$ cat config.mk
export PLATFORM = sky130hd
export DESIGN_NAME = qvr_cfg_regs
export DESIGN_NICKNAME = d
export VERILOG_FILES = /design/src/rtl/quaternion_vector_rotation_core_defines.svh /design/src/rtl/qvr_pkg.sv /design/src/rtl/qvr_cfg_regs.sv
export SDC_FILE = /design/constraint.sdc
export NUM_CORES = 1
export LEC_CHECK = 0
export BUFFER_PORTS_ARGS = -buffer_cell sky130_fd_sc_hd__buf_4
export CAP_MARGIN = 20
export CORE_MARGIN = 4
export CORE_UTILIZATION = 45
export DETAILED_ROUTE_END_ITERATION = 10
export PLACE_DENSITY = 0.8
export SYNTH_ARGS = -nofsm -noshare
export SYNTH_HDL_FRONTEND = slang
export SYNTH_SLANG_ARGS = --single-unit
export TNS_END_PERCENT = 10
$ cat constraint.sdc
create_clock -name clk -period 3.6 [get_ports clk]
set_input_delay 0.9 -clock clk [delete_from_list [all_inputs] [get_ports clk]]
set_output_delay 0.9 -clock clk [all_outputs]
set_load 0.05 [all_outputs]
$ cat src/rtl/quaternion_vector_rotation_core_defines.svh
// ----------------------------------------------------------------------------
// Quaternion vector rotation core: assertion macros
// Shared concurrent assertion forms for the rotation core.
// ----------------------------------------------------------------------------
`ifndef QUATERNION_VECTOR_ROTATION_CORE_DEFINES_SVH
`define QUATERNION_VECTOR_ROTATION_CORE_DEFINES_SVH

// Same-cycle implication, disabled while reset is asserted.
`define QVR_ASSERT_IMPL(lbl, clk_s, rstn_s, ante, cons) \
  lbl: assert property (@(posedge clk_s) disable iff (!rstn_s) (ante) |-> (cons)) \
    else $error("qvr: assertion failed");

// Next-cycle implication, disabled while reset is asserted.
`define QVR_ASSERT_NEXT(lbl, clk_s, rstn_s, ante, cons) \
  lbl: assert property (@(posedge clk_s) disable iff (!rstn_s) (ante) |=> (cons)) \
    else $error("qvr: assertion failed");

`endif

$ cat src/rtl/qvr_pkg.sv
// ----------------------------------------------------------------------------
// Quaternion vector rotation package
// Configuration port types, register indexes and pipeline depth.
// ----------------------------------------------------------------------------
package qvr_pkg;

  localparam int CFG_DATA_W = 32;
  localparam int CFG_ADDR_W = 5;
  localparam int REG_IDX_W  = 3;
  localparam int NUM_REGS   = 7;
  localparam int PIPE_STAGES = 5;

  typedef logic [CFG_DATA_W-1:0] cfg_data_t;
  typedef logic [CFG_ADDR_W-1:0] cfg_addr_t;
  typedef logic [REG_IDX_W-1:0]  reg_idx_t;

  localparam reg_idx_t REG_QUAT_W  = 3'd0;
  localparam reg_idx_t REG_QUAT_X  = 3'd1;
  localparam reg_idx_t REG_QUAT_Y  = 3'd2;
  localparam reg_idx_t REG_QUAT_Z  = 3'd3;
  localparam reg_idx_t REG_PIVOT_X = 3'd4;
  localparam reg_idx_t REG_PIVOT_Y = 3'd5;
  localparam reg_idx_t REG_PIVOT_Z = 3'd6;

endpackage

$ cat src/rtl/qvr_cfg_regs.sv
// ----------------------------------------------------------------------------
// Quaternion vector rotation configuration registers
// APB-style register file holding the quaternion and the pivot point.
// ----------------------------------------------------------------------------
module qvr_cfg_regs #(
  parameter int COORD_WIDTH = 24,
  parameter int QUAT_WIDTH  = 16
) (
  input  logic                          clk,
  input  logic                          rst_n,
  input  logic                          psel,
  input  logic                          penable,
  input  logic                          pwrite,
  input  qvr_pkg::cfg_addr_t            paddr,
  input  qvr_pkg::cfg_data_t            pwdata,
  output qvr_pkg::cfg_data_t            prdata,
  output logic                          pready,
  output logic signed [QUAT_WIDTH-1:0]  quat_w,
  output logic signed [QUAT_WIDTH-1:0]  quat_x,
  output logic signed [QUAT_WIDTH-1:0]  quat_y,
  output logic signed [QUAT_WIDTH-1:0]  quat_z,
  output logic signed [COORD_WIDTH-1:0] pivot_x,
  output logic signed [COORD_WIDTH-1:0] pivot_y,
  output logic signed [COORD_WIDTH-1:0] pivot_z
);

  localparam logic [QUAT_WIDTH-1:0] QW_RESET = QUAT_WIDTH'(1) << (QUAT_WIDTH - 2);

  logic [QUAT_WIDTH-1:0]  qw_r, qx_r, qy_r, qz_r;
  logic [COORD_WIDTH-1:0] px_r, py_r, pz_r;
  logic                   wr_en;
  qvr_pkg::reg_idx_t      idx;

  assign pready = 1'b1;
  assign wr_en  = psel && penable && pwrite;
  assign idx    = paddr[qvr_pkg::CFG_ADDR_W-1:2];

  always_ff @(posedge clk) begin
    if (!rst_n) begin
      qw_r <= QW_RESET;
      qx_r <= '0;
      qy_r <= '0;
      qz_r <= '0;
      px_r <= '0;
      py_r <= '0;
      pz_r <= '0;
    end else if (wr_en) begin
      unique case (idx)
        qvr_pkg::REG_QUAT_W:  qw_r <= pwdata[QUAT_WIDTH-1:0];
        qvr_pkg::REG_QUAT_X:  qx_r <= pwdata[QUAT_WIDTH-1:0];
        qvr_pkg::REG_QUAT_Y:  qy_r <= pwdata[QUAT_WIDTH-1:0];
        qvr_pkg::REG_QUAT_Z:  qz_r <= pwdata[QUAT_WIDTH-1:0];
        qvr_pkg::REG_PIVOT_X: px_r <= pwdata[COORD_WIDTH-1:0];
        qvr_pkg::REG_PIVOT_Y: py_r <= pwdata[COORD_WIDTH-1:0];
        qvr_pkg::REG_PIVOT_Z: pz_r <= pwdata[COORD_WIDTH-1:0];
        default: ;
      endcase
    end
  end

  always_comb begin
    unique case (idx)
      qvr_pkg::REG_QUAT_W:  prdata = qvr_pkg::cfg_data_t'(qw_r);
      qvr_pkg::REG_QUAT_X:  prdata = qvr_pkg::cfg_data_t'(qx_r);
      qvr_pkg::REG_QUAT_Y:  prdata = qvr_pkg::cfg_data_t'(qy_r);
      qvr_pkg::REG_QUAT_Z:  prdata = qvr_pkg::cfg_data_t'(qz_r);
      qvr_pkg::REG_PIVOT_X: prdata = qvr_pkg::cfg_data_t'(px_r);
      qvr_pkg::REG_PIVOT_Y: prdata = qvr_pkg::cfg_data_t'(py_r);
      qvr_pkg::REG_PIVOT_Z: prdata = qvr_pkg::cfg_data_t'(pz_r);
      default:              prdata = '0;
    endcase
  end

  assign quat_w  = qw_r;
  assign quat_x  = qx_r;
  assign quat_y  = qy_r;
  assign quat_z  = qz_r;
  assign pivot_x = px_r;
  assign pivot_y = py_r;
  assign pivot_z = pz_r;

endmodule

==> flow_metrics.py <==
metrics = {
    "die": {
        "start_util_pct": 46.3,
        "io_pins": 211,
        "dieArea_sq_mm": 0.0157,
        "die_h_um": 125,
        "core-area_sq_mm": 0.0134,
        "die_w_um": 125,
        "num_rows": 42,
    },
    "routing": {
        "drt-total-wl_um": 18900,
        "wire_per_inst_um": 19.0,
        "post_drt_via_cell_ratio": 5.32,
        "num_vias": 5279,
        "drtAntennaViolNets": 0,
        "drt_iter0_drc": 247,
        "drc_errors": 0,
        "dr.pass1.iters": 4,
    },
    "sta": {
        "rsz0062_at_grt": "no",
        "max_freq_ghz": 0.305,
        "worst_slew_pin_slew_ns": 0.587,
        "setup_viol": 0,
        "relSlewSlack_pct": 60.8,
        "slew_viol_final": 0,
        "clock_skew_ns": 0,
        "post-route-period-util_pct": 91.1,
        "final_hold_viol_count": 0,
        "fin_crit_ns": 3.28,
        "hold-worst-slack_ns": 0.474,
    },
    "yosys": {
        "syn_avg_cell_area_sq_um": 9.99,
        "yosysWarnings": 0,
        "seq_area_frac_synth_pct": 43.8,
        "synthDominantCellAreaShare_pct": 43.8,
        "synthCells": 622,
        "synth.distinct_cells": 27,
        "synth_area_sq_mm": 0.00621,
        "synth_area_leaders": "dfxtp_1 44%, mux2i_1 30%, nand2_1 9.7%",
        "yosys.area.top_type": "dfxtp_1",
        "synth_seq_cells": 136,
    },
    "global_routing": {
        "grt_pass1_wl_um": 29500,
        "grt.overflow.total": 0,
        "grt_pass1_vias": 5349,
        "antenna_found_initial": 0,
        "grt_max_degree": 61,
        "grtUsageTotal_pct": 23.7,
    },
    "setup_path": {
        "crit_path_start_kind": "primary input",
        "cp_max_fo": 22,
        "rrSetupSlack_ns": 2.92,
        "required_ns": 2.70,
        "crit_arrival_ns": 2.38,
        "critPathKind": "primary input to primary output",
        "end_kind": "primary output",
    },
    "pwr": {
        "power_mw": 3.83,
        "p_leak_nw": 3.60,
        "vdd_drop_max_uv": 306,
        "power.density_mw_per_mm2": 450,
    },
    "layout": {
        "nFillCells": 1117,
        "antenna-diode-count": 0,
        "final_nets": 847,
        "drive_above_1_share_pct": 33.2,
        "synthToLayoutAreaGrowth_pct": 37.1,
    },
    "clocking": {
        "clk_pin_slew_ns": 0.05,
        "clk_latency_ns": 0.42,
        "cts-htree-levels": 4,
        "numCtsBuffers": 17,
        "cts_tree": "built",
        "cts.path.max_buffers": 2,
        "cts_sinks": 136,
        "cts_root_buf": "clkbuf_16",
        "postCtsSetupBuffers": 0,
        "cts_hold_buf": 0,
        "ctsResizeCount": 0,
    },
    "placed_design": {
        "post-dp-hpwl_um": 12600,
        "place_congestion": 0.793,
        "port_buffers": 191,
    },
    "run_status": {
        "status": "completed",
    },
    "run": {
        "maxCapViolCount": 0,
    },
    "hold_path": {
        "min_path_type": "flop to flop",
    },
}
## sequential cells by signal (all words and copies together) (netlist names)
register,flops
quat_z,16
pivot_y,24
quat_y,16
quat_x,16
quat_w,16
pivot_x,24
pivot_z,24
## final timing paths
path	depth (start not counted)	start	endpoint
max	6	paddr[3]	prdata[15]
min	2	pivot_x[10]	pivot_x[10]
max reg2reg	2	pivot_y[22]	pivot_y[22]
min reg2reg	2	pivot_x[10]	pivot_x[10]
## per-layer routing
metal  up-vias  global-route usage [%]  wire, um
li1       2516                       -         -
met1      2523                    27.9      7620
met2       216                    39.5      9100
met3        24                    9.98      1810
met4         0                    7.27       343
met5         -                       0         0
## cells by family (layout without fill, tap and decap cells)
kind of cell	after synthesis	in the layout	share of synthesized area, %
AO/OA/AOI/OAI	40	40	6.16
buffers and inverters	71	259	6.10
flip-flops	136	136	43.8
multiplexers	191	191	31.2
other	2	9	0.121
AND/OR/NAND/NOR	182	182	12.6
## synth_stat cells
master     number
mux2i_1       187
o31ai_1         1
buf_2           9
nor2_2          3
o211ai_1        1
buf_4          19
a221oi_1       14
nor2_1          1
nor2_4          2
nor2b_1         2
o2bb2ai_1      10
conb_1          2
nand2_1       160
nand4_2         1
dfxtp_1       136
o221a_2        14
or3_1           1
clkbuf_1       21
nand4b_4        1
inv_1          15
mux2_2          2
and2_1          8
mux4_2          2
buf_6           4
nand2b_1        2
nor3_4          1
buf_1           3
## stage by stage
step	setup slack [ns]	util (%)	cells	cell area [sq um]	setup TNS, ns
floorplan	-0.255	-	629	6240	-3.02
global placement	0.316	58.6	962	7850	0
detailed placement	0.339	58.6	962	7850	0
CTS	0.338	63.5	993	8510	0
global route	0.258	63.5	993	8510	0
finish	0.320	63.5	993	8510	0
## cell usage in the layout, fill, tap and decap left out, drive strengths merged, types with 2 or more instances in the layout
cell	n
a221oi	14
and2	8
buf	213
bufinv	5
clkbuf	24
conb	9
dfxtp	136
inv	15
mux2	2
mux2i	187
mux4	2
nand2	160
nand2b	2
nor2	6
nor2b	2
o221a	14
o2bb2ai	10
## layout make-up
class / instances / area (sq um) / area share, %
clock buffers: 24 / 502 / 5.89
well taps: 176 / 220 / 2.59
repair buffers: 213 / 1700 / 20.0
clock inverters: 7 / 163 / 1.91
inverters: 15 / 56.3 / 0.661
multi-input cells: 422 / 3150 / 37.0
flip-flops and latches: 136 / 2720 / 32.0
## critical path, cell delays in order
cell	delay [ns]
buf_4	0.11
buf_4	0.38
mux2i_1	0.14
o221a_2	0.25
a221oi_1	0.31
buf_4	0.27
## where the power goes
group / total, mW / internal [mW] / switching (mW)
combinational: 0.361 / 0.116 / 0.245
sequential: 1.53 / 1.52 / 0.00946
clock: 1.94 / 1.32 / 0.624
total: 3.83 / 2.95 / 0.879
(Power assumes the default switching activity.)
